[src/rcsv_pkg.sv]
// ----------------------------------------------------------------------------
// rcsv_pkg
// Types and constants shared by the stick-to-velocity mapper pipeline.
// ----------------------------------------------------------------------------
package rcsv_pkg;

   localparam int NUM_AXES   = 3;
   localparam int NUM_STAGES = 7;

   // Stick geometry
   localparam logic [15:0]        STICK_LOW     = 16'd900;
   localparam logic [15:0]        STICK_HIGH    = 16'd2100;
   localparam logic signed [16:0] STICK_CENTER  = 17'sd1500;
   localparam logic signed [16:0] STICK_SPAN    = 17'sd500;
   localparam logic [15:0]        GEAR_LOW_POS  = 16'd1000;
   localparam logic [15:0]        GEAR_HIGH_POS = 16'd2000;

   // Scaling: s = round(d * limit * gain / (500 * 4096)), ties away from zero.
   // The divisor is split into a shift by 14 and a divide by 125.
   localparam logic [41:0] ROUND_BIAS = 42'd1024000;
   localparam logic [25:0] RECIP_125  = 26'd34359738;   // floor(2^32 / 125)
   localparam logic [26:0] DIV_125    = 27'd125;

   typedef enum logic [2:0] {
      REG_DEADBAND    = 3'd0,
      REG_SWITCH_TOL  = 3'd1,
      REG_ENABLE_THR  = 3'd2,
      REG_FAST_LIMITS = 3'd3,
      REG_MID_LIMITS  = 3'd4,
      REG_SLOW_LIMITS = 3'd5,
      REG_AXIS_GAINS  = 3'd6,
      REG_FINAL_LIMIT = 3'd7
   } reg_index_type;

   typedef enum logic [1:0] {
      STATUS_LINK_LOST = 2'd0,
      STATUS_KNOB_LOCK = 2'd1,
      STATUS_DRIVING   = 2'd2
   } drive_status_type;

   typedef struct packed {
      logic        link_valid;
      logic [15:0] forward_stick;
      logic [15:0] side_stick;
      logic [15:0] turn_stick;
      logic [15:0] gear_switch;
      logic [15:0] enable_knob;
   } req_payload_type;

   typedef struct packed {
      logic signed [15:0] vel_x;
      logic signed [15:0] vel_y;
      logic signed [15:0] yaw_rate;
      logic [1:0]         drive_status;
   } rsp_payload_type;

   typedef struct packed {
      logic [9:0]  deadband;
      logic [9:0]  switch_tol;
      logic [15:0] enable_thr;
      logic [47:0] fast_limits;
      logic [47:0] mid_limits;
      logic [47:0] slow_limits;
      logic [47:0] axis_gains;
      logic [47:0] final_limits;
   } cfg_type;

   // Per-axis operands leaving the decode stage
   typedef struct packed {
      logic signed [10:0] offset;
      logic signed [15:0] limit;
      logic [15:0]        gain;
      logic signed [15:0] out_cap;
   } axis_op_type;

endpackage

[src/rcsv_axis.sv]
// ----------------------------------------------------------------------------
// rcsv_axis
// Per-axis scaling pipeline: two multiplies, rounding shift, reciprocal
// divide by 125 with correction, gear and final clamps, negation.
// ----------------------------------------------------------------------------
module rcsv_axis
   import rcsv_pkg::*;
(
   input  logic                     clock,
   input  logic [NUM_STAGES-2:0]    stage_adv,   // enables of stages 1..6
   input  axis_op_type              op,
   output logic signed [15:0]       vel
);

   // stage 1: offset * limit
   logic signed [26:0] p1_ff, p1_in;
   logic [15:0]        gain1_ff;
   logic signed [15:0] lim1_ff, fin1_ff;
   // stage 2: * gain
   logic signed [41:0] p2_ff, p2_in;
   logic signed [15:0] lim2_ff, fin2_ff;
   // stage 3: magnitude, rounding bias, shift by 14
   logic [41:0]        mag3, sum3;
   logic [25:0]        q3_ff, q3_in;
   logic               neg3_ff;
   logic signed [15:0] lim3_ff, fin3_ff;
   // stage 4: reciprocal estimate
   logic [51:0]        prod4;
   logic [19:0]        est4_ff, est4_in;
   logic [25:0]        q4_ff;
   logic               neg4_ff;
   logic signed [15:0] lim4_ff, fin4_ff;
   // stage 5: correction and sign
   logic [26:0]        back5, rem5;
   logic [19:0]        quot5;
   logic signed [21:0] s5_ff, s5_in;
   logic signed [15:0] lim5_ff, fin5_ff;
   // stage 6: clamps, negate, saturate
   logic signed [21:0] lim6, nlim6, fin6, nfin6, c1, c2, n6;
   logic signed [15:0] vel_ff, vel_in;

   assign p1_in = 27'(op.offset) * 27'(op.limit);

   always_ff @(posedge clock) begin
      if (stage_adv[0]) begin
         p1_ff    <= p1_in;
         gain1_ff <= op.gain;
         lim1_ff  <= op.limit;
         fin1_ff  <= op.out_cap;
      end
   end

   assign p2_in = 42'(p1_ff) * 42'($signed({1'b0, gain1_ff}));

   always_ff @(posedge clock) begin
      if (stage_adv[1]) begin
         p2_ff   <= p2_in;
         lim2_ff <= lim1_ff;
         fin2_ff <= fin1_ff;
      end
   end

   assign mag3  = p2_ff[41] ? 42'(-p2_ff) : 42'(p2_ff);
   assign sum3  = mag3 + ROUND_BIAS;
   assign q3_in = sum3[39:14];

   always_ff @(posedge clock) begin
      if (stage_adv[2]) begin
         q3_ff   <= q3_in;
         neg3_ff <= p2_ff[41];
         lim3_ff <= lim2_ff;
         fin3_ff <= fin2_ff;
      end
   end

   // estimate is exact or one short
   assign prod4   = 52'(q3_ff) * 52'(RECIP_125);
   assign est4_in = prod4[51:32];

   always_ff @(posedge clock) begin
      if (stage_adv[3]) begin
         est4_ff <= est4_in;
         q4_ff   <= q3_ff;
         neg4_ff <= neg3_ff;
         lim4_ff <= lim3_ff;
         fin4_ff <= fin3_ff;
      end
   end

   assign back5 = 27'(est4_ff) * DIV_125;
   assign rem5  = 27'(q4_ff) - back5;
   assign quot5 = (rem5 >= DIV_125) ? (est4_ff + 20'd1) : est4_ff;
   assign s5_in = neg4_ff ? -$signed(22'(quot5)) : $signed(22'(quot5));

   always_ff @(posedge clock) begin
      if (stage_adv[4]) begin
         s5_ff   <= s5_in;
         lim5_ff <= lim4_ff;
         fin5_ff <= fin4_ff;
      end
   end

   // upper bound tested first, then lower, even when the bounds are swapped
   always_comb begin
      lim6  = 22'(lim5_ff);
      nlim6 = -lim6;
      fin6  = 22'(fin5_ff);
      nfin6 = -fin6;
      if (s5_ff > lim6) begin
         c1 = lim6;
      end else if (s5_ff < nlim6) begin
         c1 = nlim6;
      end else begin
         c1 = s5_ff;
      end
      if (c1 > fin6) begin
         c2 = fin6;
      end else if (c1 < nfin6) begin
         c2 = nfin6;
      end else begin
         c2 = c1;
      end
      n6 = -c2;
      if (n6 > 22'sd32767) begin
         vel_in = 16'sd32767;
      end else if (n6 < -22'sd32768) begin
         vel_in = -16'sd32768;
      end else begin
         vel_in = n6[15:0];
      end
   end

   always_ff @(posedge clock) begin
      if (stage_adv[5]) begin
         vel_ff <= vel_in;
      end
   end

   assign vel = vel_ff;

endmodule

[config.mk]
export PLATFORM = sky130hd
export DESIGN_NAME = rcsv_axis
export DESIGN_NICKNAME = d
export VERILOG_FILES = /design/src/rcsv_pkg.sv /design/src/rcsv_axis.sv
export SDC_FILE = /design/constraint.sdc
export NUM_CORES = 2
export LEC_CHECK = 0
export BUFFER_PORTS_ARGS = -buffer_cell sky130_fd_sc_hd__buf_2
export CAP_MARGIN = 25
export CORE_UTILIZATION = 70
export CTS_BUF_LIST = sky130_fd_sc_hd__clkbuf_8
export DETAILED_ROUTE_END_ITERATION = 7
export GPL_ROUTABILITY_DRIVEN = 0
export GPL_TIMING_DRIVEN = 0
export PLACE_DENSITY = 0.87
export SLEW_MARGIN = 0
export SYNTH_ARGS = -nofsm -noshare
export SYNTH_HDL_FRONTEND = slang
export SYNTH_SLANG_ARGS = --single-unit
[constraint.sdc]
create_clock -name clock -period 21.8 [get_ports clock]
set_input_delay 1.09 -clock clock [delete_from_list [all_inputs] [get_ports clock]]
set_output_delay 1.09 -clock clock [all_outputs]
set_load 0.05 [all_outputs]
==> metrics.cfg <==
[grt]
overflow = 0
grt_max_degree = 80
top_usage_layer = met2
grt_pass1_wl_um = 216100
met2_usage_pct = 58.87
met3_usage_pct = 7.370
grt_pass1_vias = 42118
antenna_found_initial = 1
met1_usage_pct = 44.74
grt_use_total_pct = 35.74

[cells_and_area]
drive_above_1_share_pct = 4.910
final_nets = 6929
fin_util_pct = 75.09
design_area_um2 = 56180
num-fill-cells = 4699
seq_area_um2 = 10690
multi_input_area_um2 = 37590
syn_to_final_growth_pct = 5.431

[sta]
min_period_over_period_pct = 50.61
slew-limit-headroom_pct = 32.17
finalCriticalPeriod_ns = 11.03
tightest_slew_ns = 1.013
drv_slew = 0
rsz0062_at_grt = false
finalHoldViolations = 0
fmax_mhz = 90.63
fin_setup_tns_ns = 0
fin_skew_ns = 0.03891
setup_viol = 0
timing.hold.ws_ns = 0.4018

[worst_setup_path]
cp_top_family = compound AO/OA/AOI/OAI gates
end_kind = register
critPathMaxStageDelay_ns = 0.55
critical_path_cell_count = 42
crit_top_cell = a21o_1
slowest_stage = or4b_4
worstPathMaxFanout = 10
reg2reg_depth = 42
required_ns = 22.21
crit_arrival_ns = 11.44
critPathBufInv = 7
crit_type = register to register
startpoint_type = register

[clock_tree]
clk_path_buf_depth = 3
cts_resized = 0
ctsHoldBuffers = 0
ctsHtreeMaxLevel = 2
clk_latency_ns = 0.71
cts.sinks = 356
cts_tree = built
root_buffer = clkbuf_8
numCtsBuffers = 55
clkTransAtPathRegs_ns = 0.07
cts_setup_buffers = 0

[yosys]
yosys.area.top_type = fa_1
synth_cells = 5252
yosysWarnings = 0
synth.net_count = 6786
ys_top_cells_by_area = fa_1 32%, edfxtp_1 20%, ha_1 14%
ys_seq_elements = 356
synth.yosys.seq_area_share_pct = 20.06
synth_area_per_cell_um2 = 10.15
ys_types = 115
syn_area_um2 = 53290
synthArstFlopShare_pct = 0
synth_ff_type = edfxtp_1
yosysTopAreaCellShare_pct = 32.27
synth_edf_count = 356

[floorplan]
die_w_um = 277.9
start_util_pct = 71.22
ios = 82
die_area_um2 = 77230
coreArea_um2 = 74820
rows = 100
die-height_um = 277.9

[run_status]
outcome = finished, violations left
violations = design-rule violations

[detailed_routing]
drtAntennaViolNets = 0
via_per_inst = 6.130
dr.pass1.iters = 8
vias = 39285
remaining_drc_errors = 4
wl_per_cell_um = 20.86
drt-initial-drc-count = 3994
postRouteWirelength_um = 133700

[hold_path]
hp-class = register to register
worstHoldPathCells = 0

[place]
portBuffers = 81
dpl.hpwl_um = 107400
postPlaceCellArea_um2 = 55040

[job]
cap_violations = 0

[cells by family (layout without fill, tap and decap cells)]
logic type      Yosys count  after routing  synth area share (%)
mux                      20             20                0.4109
compound gates          591            591                 7.964
other cells               0              2                     0
xor+xnor                214            214                 3.517
flops                   356            356                 20.06
simple gates           1279           1279                 12.03
buf+inv                1322           1508                 9.401
fa+ha+maj              1470           1470                 46.61
[cell type report]
cell class | count | area share (%)
Inverter | 1162 | 7.763
Clock inverter | 45 | 0.6837
Clock buffer | 55 | 1.347
Multi-Input combinational cell | 3574 | 66.90
Tap cell | 969 | 2.158
Buffer | 160 | 1.154
Antenna cell | 2 | 0.008908
Sequential cell | 356 | 19.03
Timing Repair Buffer | 86 | 0.9532
[worst register-to-register path, delay by kind of cell (launching register included)]
| family | cells | cell delay [ns] |
|---|---|---|
| compound gates | 20 | 4.93 |
| simple gates | 9 | 2.22 |
| buf+inv | 7 | 1.56 |
| fa+ha+maj | 4 | 1.25 |
| flops | 1 | 0.46 |
| xor+xnor | 2 | 0.32 |
[stage by stage]
step / std cells / worst slack (ns)
after floorplan: 5252 / 12.74
after global placement: 6302 / 11.38
after detailed placement: 6307 / 11.11
after CTS: 6407 / 11.00
after global routing: 6408 / 10.19
final: 6409 / 10.77
[routing by layer]
metal,up-vias,share of wire (%)
met2,2318,48
met4,0,6.1
met5,-,0
met1,19225,36
met3,651,10
li1,17091,-
[path summary, 6_finish.rpt]
check / to / start / slack, ns
min: lim4_ff[6]$_DFFE_PP_ / lim3_ff[6]$_DFFE_PP_ / 0.40
min reg2reg: lim4_ff[6]$_DFFE_PP_ / lim3_ff[6]$_DFFE_PP_ / 0.40
max reg2reg: vel[1]$_SDFFCE_PN1P_ / lim5_ff[0]$_DFFE_PP_ / 10.77
max: vel[1]$_SDFFCE_PN1P_ / lim5_ff[0]$_DFFE_PP_ / 10.77
[state kept, by name, summed over array words and instances (netlist names), 20 cells and up]
| register | cells |
|---|---|
| q3_ff | 26 |
| s5_ff | 22 |
| q4_ff | 26 |
| p1_ff | 27 |
| p2_ff | 41 |
| est4_ff | 20 |
[synth_stat cells, drive strengths merged, types with 12 or more instances]
cell type     n
a211oi       32
o31ai        24
and2        284
mux2i        14
nand2b       34
or2          12
fa          859
nor4         25
a31o         12
xor2         47
xnor2       167
nor2        170
nor2b        27
nor3         50
a211o        13
or3          20
nand3        60
a21o         55
buf          23
inv        1161
nand4        27
nand2       501
a21boi       22
a2111oi      21
o21ai       103
and3         24
clkbuf      137
o21a         25
o211ai       22
a31oi        19
edfxtp      356
a21oi       128
ha          609
[cell usage in the layout (no fill, tap or decap), types with 13 or more instances in the layout]
cell / Yosys / layout
xnor2_1: 167 / 167
buf_2: 8 / 86
nor2b_1: 27 / 27
fa_1: 859 / 859
a21o_1: 54 / 54
o21ai_0: 90 / 90
a211o_1: 13 / 13
xor2_1: 47 / 47
a21oi_1: 126 / 126
clkbuf_1: 137 / 137
o211ai_1: 20 / 20
nand2_1: 500 / 500
edfxtp_1: 356 / 356
nor2_1: 169 / 169
inv_1: 1158 / 1171
nand3_1: 60 / 60
and2_1: 284 / 284
o21a_1: 24 / 24
nand2b_1: 34 / 34
a211oi_1: 28 / 28
and3_1: 23 / 23
a2111oi_0: 14 / 14
ha_1: 609 / 609
o31ai_1: 22 / 22
a21boi_0: 21 / 21
clkbuf_8: 0 / 55
or3_1: 19 / 19
a31oi_1: 16 / 16
nor3_1: 49 / 49
nor4_1: 19 / 19
nand4_1: 27 / 27
Power is not shown: default switching activity piles up to over one toggle a cycle in this logic, so the estimate is an artifact.
