<file path="src/rcsv_pkg.sv">
// ----------------------------------------------------------------------------
// rcsv_pkg
// Types and constants shared by the stick-to-velocity mapper pipeline.
// ----------------------------------------------------------------------------
package rcsv_pkg;

   localparam int NUM_AXES   = 3;
   localparam int NUM_STAGES = 7;

   // Stick geometry
   localparam logic [15:0]        STICK_LOW     = 16'd900;
   localparam logic [15:0]        STICK_HIGH    = 16'd2100;
   localparam logic signed [16:0] STICK_CENTER  = 17'sd1500;
   localparam logic signed [16:0] STICK_SPAN    = 17'sd500;
   localparam logic [15:0]        GEAR_LOW_POS  = 16'd1000;
   localparam logic [15:0]        GEAR_HIGH_POS = 16'd2000;

   // Scaling: s = round(d * limit * gain / (500 * 4096)), ties away from zero.
   // The divisor is split into a shift by 14 and a divide by 125.
   localparam logic [41:0] ROUND_BIAS = 42'd1024000;
   localparam logic [25:0] RECIP_125  = 26'd34359738;   // floor(2^32 / 125)
   localparam logic [26:0] DIV_125    = 27'd125;

   typedef enum logic [2:0] {
      REG_DEADBAND    = 3'd0,
      REG_SWITCH_TOL  = 3'd1,
      REG_ENABLE_THR  = 3'd2,
      REG_FAST_LIMITS = 3'd3,
      REG_MID_LIMITS  = 3'd4,
      REG_SLOW_LIMITS = 3'd5,
      REG_AXIS_GAINS  = 3'd6,
      REG_FINAL_LIMIT = 3'd7
   } reg_index_type;

   typedef enum logic [1:0] {
      STATUS_LINK_LOST = 2'd0,
      STATUS_KNOB_LOCK = 2'd1,
      STATUS_DRIVING   = 2'd2
   } drive_status_type;

   typedef struct packed {
      logic        link_valid;
      logic [15:0] forward_stick;
      logic [15:0] side_stick;
      logic [15:0] turn_stick;
      logic [15:0] gear_switch;
      logic [15:0] enable_knob;
   } req_payload_type;

   typedef struct packed {
      logic signed [15:0] vel_x;
      logic signed [15:0] vel_y;
      logic signed [15:0] yaw_rate;
      logic [1:0]         drive_status;
   } rsp_payload_type;

   typedef struct packed {
      logic [9:0]  deadband;
      logic [9:0]  switch_tol;
      logic [15:0] enable_thr;
      logic [47:0] fast_limits;
      logic [47:0] mid_limits;
      logic [47:0] slow_limits;
      logic [47:0] axis_gains;
      logic [47:0] final_limits;
   } cfg_type;

   // Per-axis operands leaving the decode stage
   typedef struct packed {
      logic signed [10:0] offset;
      logic signed [15:0] limit;
      logic [15:0]        gain;
      logic signed [15:0] out_cap;
   } axis_op_type;

endpackage

</file>
<file path="src/rcsv_frontend.sv">
// ----------------------------------------------------------------------------
// rcsv_frontend
// Decode stage: link and knob status, gear selection, stick offset with
// range check, deadband and span clamp. Registers per-axis operands.
// ----------------------------------------------------------------------------
module rcsv_frontend
   import rcsv_pkg::*;
(
   input  logic                             clock,
   input  logic                             load,
   input  req_payload_type                  req_data,
   input  cfg_type                          cfg,
   output drive_status_type                 status,
   output axis_op_type [NUM_AXES-1:0]       ops
);

   drive_status_type             status_ff, status_in;
   axis_op_type [NUM_AXES-1:0]   ops_ff, ops_in;
   logic [47:0]                  gear_limits;
   logic [15:0]                  sticks [NUM_AXES];

   function automatic logic near_pos(input logic [15:0] v, input logic [15:0] pos,
                                     input logic [9:0] tol);
      logic [15:0] delta;
      delta = (v > pos) ? (v - pos) : (pos - v);
      return delta <= {6'd0, tol};
   endfunction

   function automatic logic signed [10:0] stick_offset(input logic [15:0] stick,
                                                       input logic [9:0] band);
      logic signed [16:0] raw;
      logic [16:0]        mag;
      logic signed [10:0] res;
      raw = $signed({1'b0, stick}) - STICK_CENTER;
      mag = raw[16] ? 17'(-raw) : 17'(raw);
      res = '0;
      if (stick >= STICK_LOW && stick <= STICK_HIGH && mag > {7'd0, band}) begin
         if (raw > STICK_SPAN) begin
            res = 11'(STICK_SPAN);
         end else if (raw < -STICK_SPAN) begin
            res = 11'(-STICK_SPAN);
         end else begin
            res = raw[10:0];
         end
      end
      return res;
   endfunction

   assign sticks[0] = req_data.forward_stick;
   assign sticks[1] = req_data.side_stick;
   assign sticks[2] = req_data.turn_stick;

   always_comb begin
      if (near_pos(req_data.gear_switch, GEAR_LOW_POS, cfg.switch_tol)) begin
         gear_limits = cfg.fast_limits;
      end else if (near_pos(req_data.gear_switch, GEAR_HIGH_POS, cfg.switch_tol)) begin
         gear_limits = cfg.slow_limits;
      end else begin
         gear_limits = cfg.mid_limits;
      end
   end

   always_comb begin
      if (!req_data.link_valid) begin
         status_in = STATUS_LINK_LOST;
      end else if (req_data.enable_knob > cfg.enable_thr) begin
         status_in = STATUS_KNOB_LOCK;
      end else begin
         status_in = STATUS_DRIVING;
      end
      for (int a = 0; a < NUM_AXES; a++) begin
         if (status_in == STATUS_DRIVING) begin
            ops_in[a].offset  = stick_offset(sticks[a], cfg.deadband);
            ops_in[a].limit   = $signed(gear_limits[16*a +: 16]);
            ops_in[a].gain    = cfg.axis_gains[16*a +: 16];
            ops_in[a].out_cap = $signed(cfg.final_limits[16*a +: 16]);
         end else begin
            // zero every operand so both clamps pass zero through
            ops_in[a] = '0;
         end
      end
   end

   always_ff @(posedge clock) begin
      if (load) begin
         status_ff <= status_in;
         ops_ff    <= ops_in;
      end
   end

   assign status = status_ff;
   assign ops    = ops_ff;

endmodule

</file>
<file path="config.mk">
export PLATFORM = sky130hd
export DESIGN_NAME = rcsv_frontend
export DESIGN_NICKNAME = d
export VERILOG_FILES = /design/src/rcsv_pkg.sv /design/src/rcsv_frontend.sv
export SDC_FILE = /design/constraint.sdc
export NUM_CORES = 1
export LEC_CHECK = 0
export ABC_AREA = 1
export BUFFER_PORTS_ARGS = -buffer_cell sky130_fd_sc_hd__clkbuf_2
export CORE_AREA = 2 2 212 214
export DETAILED_ROUTE_END_ITERATION = 12
export DIE_AREA = 0 0 214 216
export HOLD_SLACK_MARGIN = 0.02
export PLACE_DENSITY = 0.62
export SYNTH_ARGS = -nofsm -noshare
export SYNTH_HDL_FRONTEND = slang
export SYNTH_SLANG_ARGS = --single-unit
</file>
<file path="constraint.sdc">
create_clock -name clock -period 8.58 [get_ports clock]
set_input_delay 1.716 -clock clock [delete_from_list [all_inputs] [get_ports clock]]
set_output_delay 1.716 -clock clock [all_outputs]
set_load 0.05 [all_outputs]
</file>
==> flow_summary.toml, run 1 <==
[floorplan]
die_w_um = 214
ios = 538
placementRows = 77
die_h_um = 216
initial_core_util_pct = 31.5
core_area_um2 = 43800
die_area_um2 = 46200

[clock_tree]
clk_pin_slew_worst_paths_ps = 80
cts_resized = 0
clock_path_buffers = 2
cts_buffers = 17
cts_hold_buf = 0
htreeDepth = 4
cts_setup_buffers = 0
tritoncts = "done"
cts.sinks = 179
cts-root-buf = "clkbuf_16"

[synth]
synth-xor-area-share_pct = 3.75
syn_avg_cell_area_um2 = 7.37
synth_fa_ha_area_share_pct = 8.35
synth_top_area_share_pct = 39.0
synth_cell_types = 38
ys_ff_latch = 179
synth_top_family_by_area = "simple AND/OR/NAND/NOR gates"
synthSimpleGateAreaFrac_pct = 27.9
synthCells = 1871
yosysWarnings = 0
synthMuxAreaShare_pct = 0
async_flop_share_pct = 0
synthesis.nets = 2322
synth_compound_area_share_pct = 7.64
synth_edf_count = 179
synth_area_um2 = 13800
synthFlopType = "edfxtp_1"
ys_seq_area_share_pct = 39.0
synthTopCellsByArea = "edfxtp_1 (39%), inv_1 (11%), nand2_1 (11%)"
yosysTopAreaCell = "edfxtp_1"

[route]
viasPerCell = 4.76
ant_nets = 0
vias = 14195
first_iter_violations = 1006
drc_errors = 0
wl_um = 47400
wire_per_inst_um = 15.9
first_pass_iters = 5

[final_layout]
final_cells = 2980
layout-drive-gt1-share_pct = 26.2
fin_area_um2 = 17600
areaGrowthSynthToFinish_pct = 27.8
utilization_pct = 40.2
fin_nets = 2825

[critical_path]
slowest_delay_ps = 550
crit_chain = "clkbuf_2, inv_1, ha_1, a21o_1, nand2_1, nand3_1, nand2_2, nand3_1, o31ai_1, xor2_1, inv_1, ha_1, nand2_1, nor3_1, nand3_1, nand2_1, nand3_1, nor2_4, buf_4, nand3_2, buf_4, a21oi_1"
path_common_cell = "nand3_1"
cp.arrival_ps = 6240
critPathSlowestCell = "nor2_4"
critPathMaxFanout = 39
worstPathRequired_ps = 8900
critical_path_class = "in -> reg"
endpoint_kind = "register"
critPathLaunchType = "primary input"

[grt]
grt_max_degree = 89
grt.total_usage_pct = 20.2
grt_overflow = 0
antenna_found_initial = 2
first_global_vias = 13642
grt_pass1_wl_um = 73100

[timing]
finalCritPeriodShare_pct = 68.9
rsz0062_at_grt = "no"
max_freq_mhz = 169
tightest_slew_ps = 1110
drv_slew = 0
hold_violations = 0
whs_ps = 1520
period_needed_ps = 5920
slew_headroom_pct = 25.7
setup_viol_count_final = 0
tns_ps = 0
fin_ws_ps = 2660

[hold_path]
hold-path-endpoint = "ops[76]"
min_path_cells = 3
min_from = "cfg[65]"
hold_class = "in -> reg"

[placement]
dpl.hpwl_um = 37900
place_area_um2 = 17000
dp_slack_ps = 2240
gp_congestion = 0.928
port_buffers = 537
placed_cells_incl_taps = 2947

[status]
status = "finished clean"

[job]
cap_violations = 0

[power]
leakage_nw = 9.53
p_per_area_nw_per_um2 = 152
finalPower_mw = 2.68
vdd_ir_drop_max_mv = 0.133
where the power goes:
part	total, mW	internal (mW)	switching, mW
Sequential	1.06	1.04	0.0237
Clock	0.784	0.385	0.399
Combinational	0.831	0.225	0.607
Yosys cell counts, types with 2 or more instances:
library cell	count
buf_6	4
buf_2	19
buf_1	4
nor2_2	4
nand3b_1	8
o21a_1	2
a31oi_1	3
a21oi_2	20
ha_1	92
nor2_1	224
a21o_1	3
o2111ai_1	2
nor3_1	18
xnor2_1	12
inv_1	404
nand3_1	72
a21oi_1	106
buf_4	4
nand2_2	7
xor2_1	47
clkbuf_1	34
nand2_1	404
o21ai_0	43
o211ai_1	3
edfxtp_1	179
nand4_1	134
or2_2	5
inv_2	4
kinds of logic after synthesis:
logic type | count (synthesis)
adder cells (fa/ha/maj) | 92
AND/OR/NAND/NOR | 881
XOR/XNOR | 59
AO/OA/AOI/OAI | 187
buffers and inverters | 473
flip-flops | 179
layer usage:
metal	part of all wire, %	vias up	wire (um)	GRT usage, %
met4	2.7	2	1260	8.44
met3	7.1	68	3390	4.16
met1	42	6489	19700	24.5
met5	0.027	-	13	0
li1	-	7015	-	-
met2	49	621	23000	34.8
critical path: cells and delay by family:
kind	cells	cell delay [ps]
buf+inv	5	1100
fa+ha+maj	2	560
simple gates	11	1860
xor+xnor	1	180
compound gates	3	730
worst max-delay path by stage:
stage / from / end / slack, ps
5_1_grt: req_data[20] / ops[93] / 2270
2_1_floorplan: req_data[20] / ops[42] / 3760
6_report: req_data[20] / ops[40] / 2660
3_5_place_dp: req_data[20] / ops[40] / 2240
4_1_cts: req_data[20] / ops[40] / 2760
3_3_place_gp: req_data[20] / ops[98] / 2350
sequential cells by signal, summed over array words and instances, names as in the netlist:
register	count
ops	177
status	2
cell usage in the layout, fill, tap and decap left out, types with 12 or more instances in the layout:
| master | n |
|---|---|
| xnor2_1 | 12 |
| a21oi_2 | 20 |
| nand2_1 | 403 |
| nor2_1 | 223 |
| xor2_1 | 47 |
| edfxtp_1 | 179 |
| clkbuf_2 | 536 |
| inv_1 | 404 |
| o21ai_0 | 43 |
| nand3_1 | 71 |
| buf_4 | 12 |
| nor3_1 | 18 |
| ha_1 | 92 |
| a21oi_1 | 105 |
| nand4_1 | 134 |
| clkbuf_16 | 17 |
layout make-up:
cell class / count / area, um2
flip-flops and latches: 179 / 5380
clock buffers: 19 / 433
clock inverters: 13 / 144
well taps: 592 / 741
multi-input cells: 1219 / 6610
diodes: 1 / 2.50
repair buffers: 549 / 2780
inverters: 408 / 1530
fillers: 4560 / 26200
No activity file was read; power rests on OpenSTA's default activity.
==> inputs of run 2 (changes only) <==
--- a/config.mk
+++ b/config.mk
@@ -7,11 +7,11 @@
 export LEC_CHECK = 0
 export ABC_AREA = 1
 export BUFFER_PORTS_ARGS = -buffer_cell sky130_fd_sc_hd__clkbuf_2
-export CORE_AREA = 2 2 212 214
+export CORE_AREA = 2 2 208 210
 export DETAILED_ROUTE_END_ITERATION = 12
-export DIE_AREA = 0 0 214 216
+export DIE_AREA = 0 0 210 212
 export HOLD_SLACK_MARGIN = 0.02
-export PLACE_DENSITY = 0.62
+export PLACE_DENSITY = 0.63
 export SYNTH_ARGS = -nofsm -noshare
 export SYNTH_HDL_FRONTEND = slang
 export SYNTH_SLANG_ARGS = --single-unit
==> constraint.sdc (replaced) <==
create_clock -name clock -period 5.9 [get_ports clock]
set_input_delay 1.18 -clock clock [delete_from_list [all_inputs] [get_ports clock]]
set_output_delay 1.18 -clock clock [all_outputs]
set_load 0.05 [all_outputs]
==> run 2 against run 1 <==
  * Global-route usage grew 0.28 points
  * Sequential power grew 46%
  * Setup slack lost 1400 ps
  * Count of clock-buffer cells in the layout shrank 2
  * Sequential share of layout area is essentially flat
==> flow_summary.toml, run 2 (synthesized netlist as in run 1, its figures left out) <==
[critical_path]
worstPathRequired_ps = 6210
crit_family = "simple AND/OR/NAND/NOR gates"
critPathLaunchType = "primary input"
critPathMaxFanout = 28
crit_chain = "clkbuf_2, inv_1, ha_1, a21o_1, nand2_1, nand3_1, nand2_2, nand3_1, o31ai_1, xor2_1, inv_1, ha_1, nand2_1, nor3_1, nand3_1, nand2_1, nand3_1, nor2_4, nand3_2, buf_12, a21oi_1"
critPathSlowestCell = "nand3_2"
critical_path_class = "in -> reg"
path_buf_inv = 4
cp.arrival_ps = 4930
slowest_delay_ps = 390
endpoint_kind = "register"
path_common_cell = "nand3_1"

[timing]
tightest_slew_ps = 1060
period_needed_ps = 4610
drv_slew = 0
setup_viol_count_final = 0
finalCritPeriodShare_pct = 78.2
fin_ws_ps = 1290
rsz0062_at_grt = "no"
slew_headroom_pct = 29.3
max_freq_mhz = 217
hold_violations = 0
tns_ps = 0

[hold_path]
hold-path-endpoint = "ops[69]"
min_from = "cfg[26]"
hold_class = "in -> reg"
min_path_cells = 3

[route]
viasPerCell = 4.79
vias = 14067
dr_wl_met3_um = 3210
drc_errors = 0
wl_um = 47100
wire_per_inst_um = 16.1
first_iter_violations = 907
ant_nets = 0
met1Wirelength_um = 19600
dr_wl_met2_um = 23100
first_pass_iters = 5
top_layer_used = "met5"

[placement]
dp_slack_ps = 868
dpl.hpwl_um = 37700
port_buffers = 537
place_area_um2 = 17000
gp_congestion = 0.973

[floorplan]
ios = 538
core_area_um2 = 42500
die_area_um2 = 44500
placementRows = 76
initial_core_util_pct = 32.4
die_w_um = 210
die_h_um = 212

[final_layout]
fillers = 4394
final_common_cell = "clkbuf_2"
mostFrequentLayoutCells = "clkbuf_2 (536), inv_1 (404), nand2_1 (403), nor2_1 (223), edfxtp_1 (179)"
antenna_cells = 0
areaGrowthSynthToFinish_pct = 27.6
largest_reg_flops = 177
fin_area_um2 = 17600
fin_nets = 2827
layout-drive-gt1-share_pct = 26.3

[clock_tree]
cts-root-buf = "clkbuf_16"
cts.sinks = 179
cts_resized = 0
clk_pin_slew_worst_paths_ps = 80
tritoncts = "done"
cts_setup_buffers = 0
htreeDepth = 4
cts_buffers = 17
cts_hold_buf = 0
clock_path_buffers = 2

[power]
swShare_pct = 37.9
p_per_area_nw_per_um2 = 223
p_comb_share_pct = 30.8
leakage_nw = 9.56
seqPwrFrac_pct = 39.3
p_int_mw = 2.44
vdd_ir_drop_max_mv = 0.132
power_switching_mw = 1.49
finalPower_mw = 3.93
clockPowerShare_pct = 29.9

[job]
cap_violations = 0

[grt]
grt_max_degree = 103
grt_pass1_wl_um = 71200
first_global_vias = 13191
grt.total_usage_pct = 20.5
grt_overflow = 0
antenna_found_initial = 5

[status]
status = "finished clean"
## run 2: changes by cell type in the layout (fill, tap and decap cells not counted), moves of 2 or more
| cell | previous run | this run |
|---|---|---|
| clkinv_8 | 4 | 2 |
| clkinv_4 | 3 | 0 |
| inv_6 | 3 | 5 |
| clkbuf_1 | 2 | 0 |
| inv_8 | 1 | 3 |
## run 2: area by class of cell
type | instances | area, um2 | area share [%]
well taps | 546 | 683 | 3.88
clock buffers | 17 | 425 | 2.42
multi-input cells | 1219 | 6610 | 37.6
flip-flops and latches | 179 | 5380 | 30.5
clock inverters | 14 | 160 | 0.910
repair buffers | 551 | 2810 | 16.0
inverters | 408 | 1530 | 8.70
## run 2: how the worst max path moves through the flow
stage	start	to	slack [ps]	cells after the start
after global placement	req_data[20]	ops[101]	910	23
after CTS	req_data[20]	ops[94]	1370	21
after detailed placement	req_data[20]	ops[94]	870	21
final	req_data[20]	ops[92]	1290	21
after global routing	req_data[17]	ops[159]	840	26
after floorplan	req_data[20]	ops[42]	1610	24
## run 2: per-layer routing
| metal | vias to the layer above | GRT usage [%] |
|---|---|---|
| met3 | 78 | 4.55 |
| met2 | 541 | 35.1 |
| met1 | 6421 | 25.5 |
| met5 | - | 0 |
| li1 | 7017 | - |
| met4 | 10 | 6.82 |
## run 2: per-stage QoR
stage / utilization [%] / cells / hold WS (ps)
6_report: 41.4 / 2934 / 1010
5_1_grt: 41.4 / 2934 / 989
4_1_cts: 41.4 / 2934 / 969
3_5_place_dp: 40.0 / 2903 / 1480
3_3_place_gp: 40.0 / 2903 / 1470
2_1_floorplan: - / 1871 / 1290
## run 2: power groups by stage
| stage | sequential [mW] | clock, mW | combinational [mW] |
|---|---|---|---|
| after floorplan | 1.92 | 0 | 0.438 |
| after global placement | 1.57 | 0 | 1.20 |
| after detailed placement | 1.57 | 0 | 1.21 |
| after CTS | 1.55 | 1.21 | 1.21 |
| after global routing | 1.56 | 1.25 | 1.32 |
| final | 1.55 | 1.18 | 1.21 |
==> inputs of run 3 (changes only) <==
--- a/config.mk
+++ b/config.mk
@@ -7,11 +7,11 @@
 export LEC_CHECK = 0
 export ABC_AREA = 1
 export BUFFER_PORTS_ARGS = -buffer_cell sky130_fd_sc_hd__clkbuf_2
-export CORE_AREA = 2 2 208 210
+export CORE_AREA = 2 2 210 212
 export DETAILED_ROUTE_END_ITERATION = 12
-export DIE_AREA = 0 0 210 212
+export DIE_AREA = 0 0 212 214
 export HOLD_SLACK_MARGIN = 0.02
-export PLACE_DENSITY = 0.63
+export PLACE_DENSITY = 0.65
 export SYNTH_ARGS = -nofsm -noshare
 export SYNTH_HDL_FRONTEND = slang
 export SYNTH_SLANG_ARGS = --single-unit
==> constraint.sdc (replaced) <==
create_clock -name clock -period 4 [get_ports clock]
set_input_delay 0.8 -clock clock [delete_from_list [all_inputs] [get_ports clock]]
set_output_delay 0.8 -clock clock [all_outputs]
set_load 0.05 [all_outputs]
==> run 3 against run 2 <==
  * Via count is 3.3% higher
  * Clock power is 47% higher
  * First-iteration DRC count is 40% higher
  * Critical path depth is 1 higher
  * Critical endpoint is now ops[34]
==> flow_summary.toml, run 3 (synthesized netlist as in run 1, its figures left out) <==
[status]
status = "finished clean"

[timing]
slew_headroom_pct = 50.8
tns_ps = 0
drv_slew = 0
tightest_slew_ps = 738
period_needed_ps = 3710
hold_violations = 0
max_freq_mhz = 270
rsz0062_at_grt = "no"
finalCritPeriodShare_pct = 92.7
setup_viol_count_final = 0

[placement]
dpl.hpwl_um = 39100
placed_cells_incl_taps = 3041
port_buffers = 537
gp_congestion = 0.937

[grt]
grt_pass1_wl_um = 73500
grt_max_degree = 71
first_global_vias = 13984
grt.total_usage_pct = 20.7
antenna_found_initial = 0
grt_overflow = 0

[floorplan]
core_area_um2 = 42900
initial_core_util_pct = 32.2
die_area_um2 = 45400
ios = 538
placementRows = 76
die_h_um = 214
die_w_um = 212

[final_layout]
antenna_cells = 0
final_common_cell = "clkbuf_2"
areaGrowthSynthToFinish_pct = 34.2
fin_nets = 2926
layout-drive-gt1-share_pct = 29.3
final_cells = 3073
largest_reg_flops = 177
mostFrequentLayoutCells = "clkbuf_2 (536), inv_1 (404), nand2_1 (403), nor2_1 (223), edfxtp_1 (179)"

[critical_path]
endpoint_kind = "register"
worstPathRequired_ps = 4290
critical_path_class = "in -> reg"
cp.arrival_ps = 4000
critPathMaxFanout = 36
critPathLaunchType = "primary input"

[route]
vias = 14531
viasPerCell = 4.73
first_iter_violations = 1273
drc_errors = 0
first_pass_iters = 5
ant_nets = 0
wire_per_inst_um = 15.6
wl_um = 48000

[clock_tree]
cts_setup_buffers = 0
tritoncts = "done"
cts_resized = 0
cts.sinks = 179
cts_buffers = 17
clk_pin_slew_worst_paths_ps = 80
htreeDepth = 4
clock_path_buffers = 2
cts_hold_buf = 0
cts-root-buf = "clkbuf_16"

[power]
vdd_ir_drop_max_mv = 0.219
leakage_nw = 10.1
finalPower_mw = 5.90
p_per_area_nw_per_um2 = 319

[job]
cap_violations = 0

[hold_path]
hold_class = "in -> reg"
==> run 3: cell types whose count changed in the layout (fill, tap and decap cells not counted), sizes merged <==
cell | previous run | this run
inv | 416 | 414
clkbuf | 553 | 554
buf | 15 | 114
clkinvlp | 2 | 1
clkinv | 3 | 7
bufinv | 1 | 0
==> run 3: report_power, final <==
part / switching (mW) / internal, mW / leakage [nW]
clock network: 0.886 / 0.840 / 0.285
logic: 1.32 / 0.567 / 8.08
registers: 0.0476 / 2.23 / 1.71
==> run 3: worst paths after layout <==
path | from | endpoint | slack [ps] | cells past startpoint
worst max-delay path | req_data[29] | ops[34] | 290 | 22
worst min-delay path | cfg[6] | ops[6] | 630 | 3
==> run 3: final cells by class <==
| cell class | count | area [um2] |
|---|---|---|
| Clock buffer | 18 | 429 |
| Fill cell | 4397 | 24400 |
| Tap cell | 585 | 732 |
| Inverter | 408 | 1530 |
| Clock inverter | 14 | 163 |
| Timing Repair Buffer | 650 | 3650 |
| Sequential cell | 179 | 5380 |
| Multi-Input combinational cell | 1219 | 6620 |
==> run 3: through the flow <==
stage          util (%)  worst slack, ps  instance area (um2)  hold slack [ps]
5_1_grt            43.2             61.2                18500              612
3_5_place_dp       41.8             -276                17900             1100
2_1_floorplan         -             92.0                13800              912
3_3_place_gp       41.8             -186                17900             1090
4_1_cts            43.1              216                18500              598
6_report           43.2              293                18500              628
==> run 3: critical path, stage by stage <==
cell	delay [ps]
clkbuf_2	110
nor2_1	190
inv_1	80
nor2_2	210
nand2_1	70
o21ai_0	200
nand2_1	120
buf_4	190
o21ai_0	210
xor2_1	200
ha_1	250
nand2_1	80
o21a_1	120
a21oi_1	60
o21ai_0	220
nand2_1	80
inv_1	150
nand3_2	130
buf_12	190
nand2_1	70
nand2_1	60
a21oi_2	200
==> run 3: per-layer routing <==
layer / part of all wire, % / GRT usage [%]
met1: 41 / 25.4
met2: 49 / 35.9
met3: 7.5 / 4.21
met4: 2.3 / 6.69
met5: 0 / 0
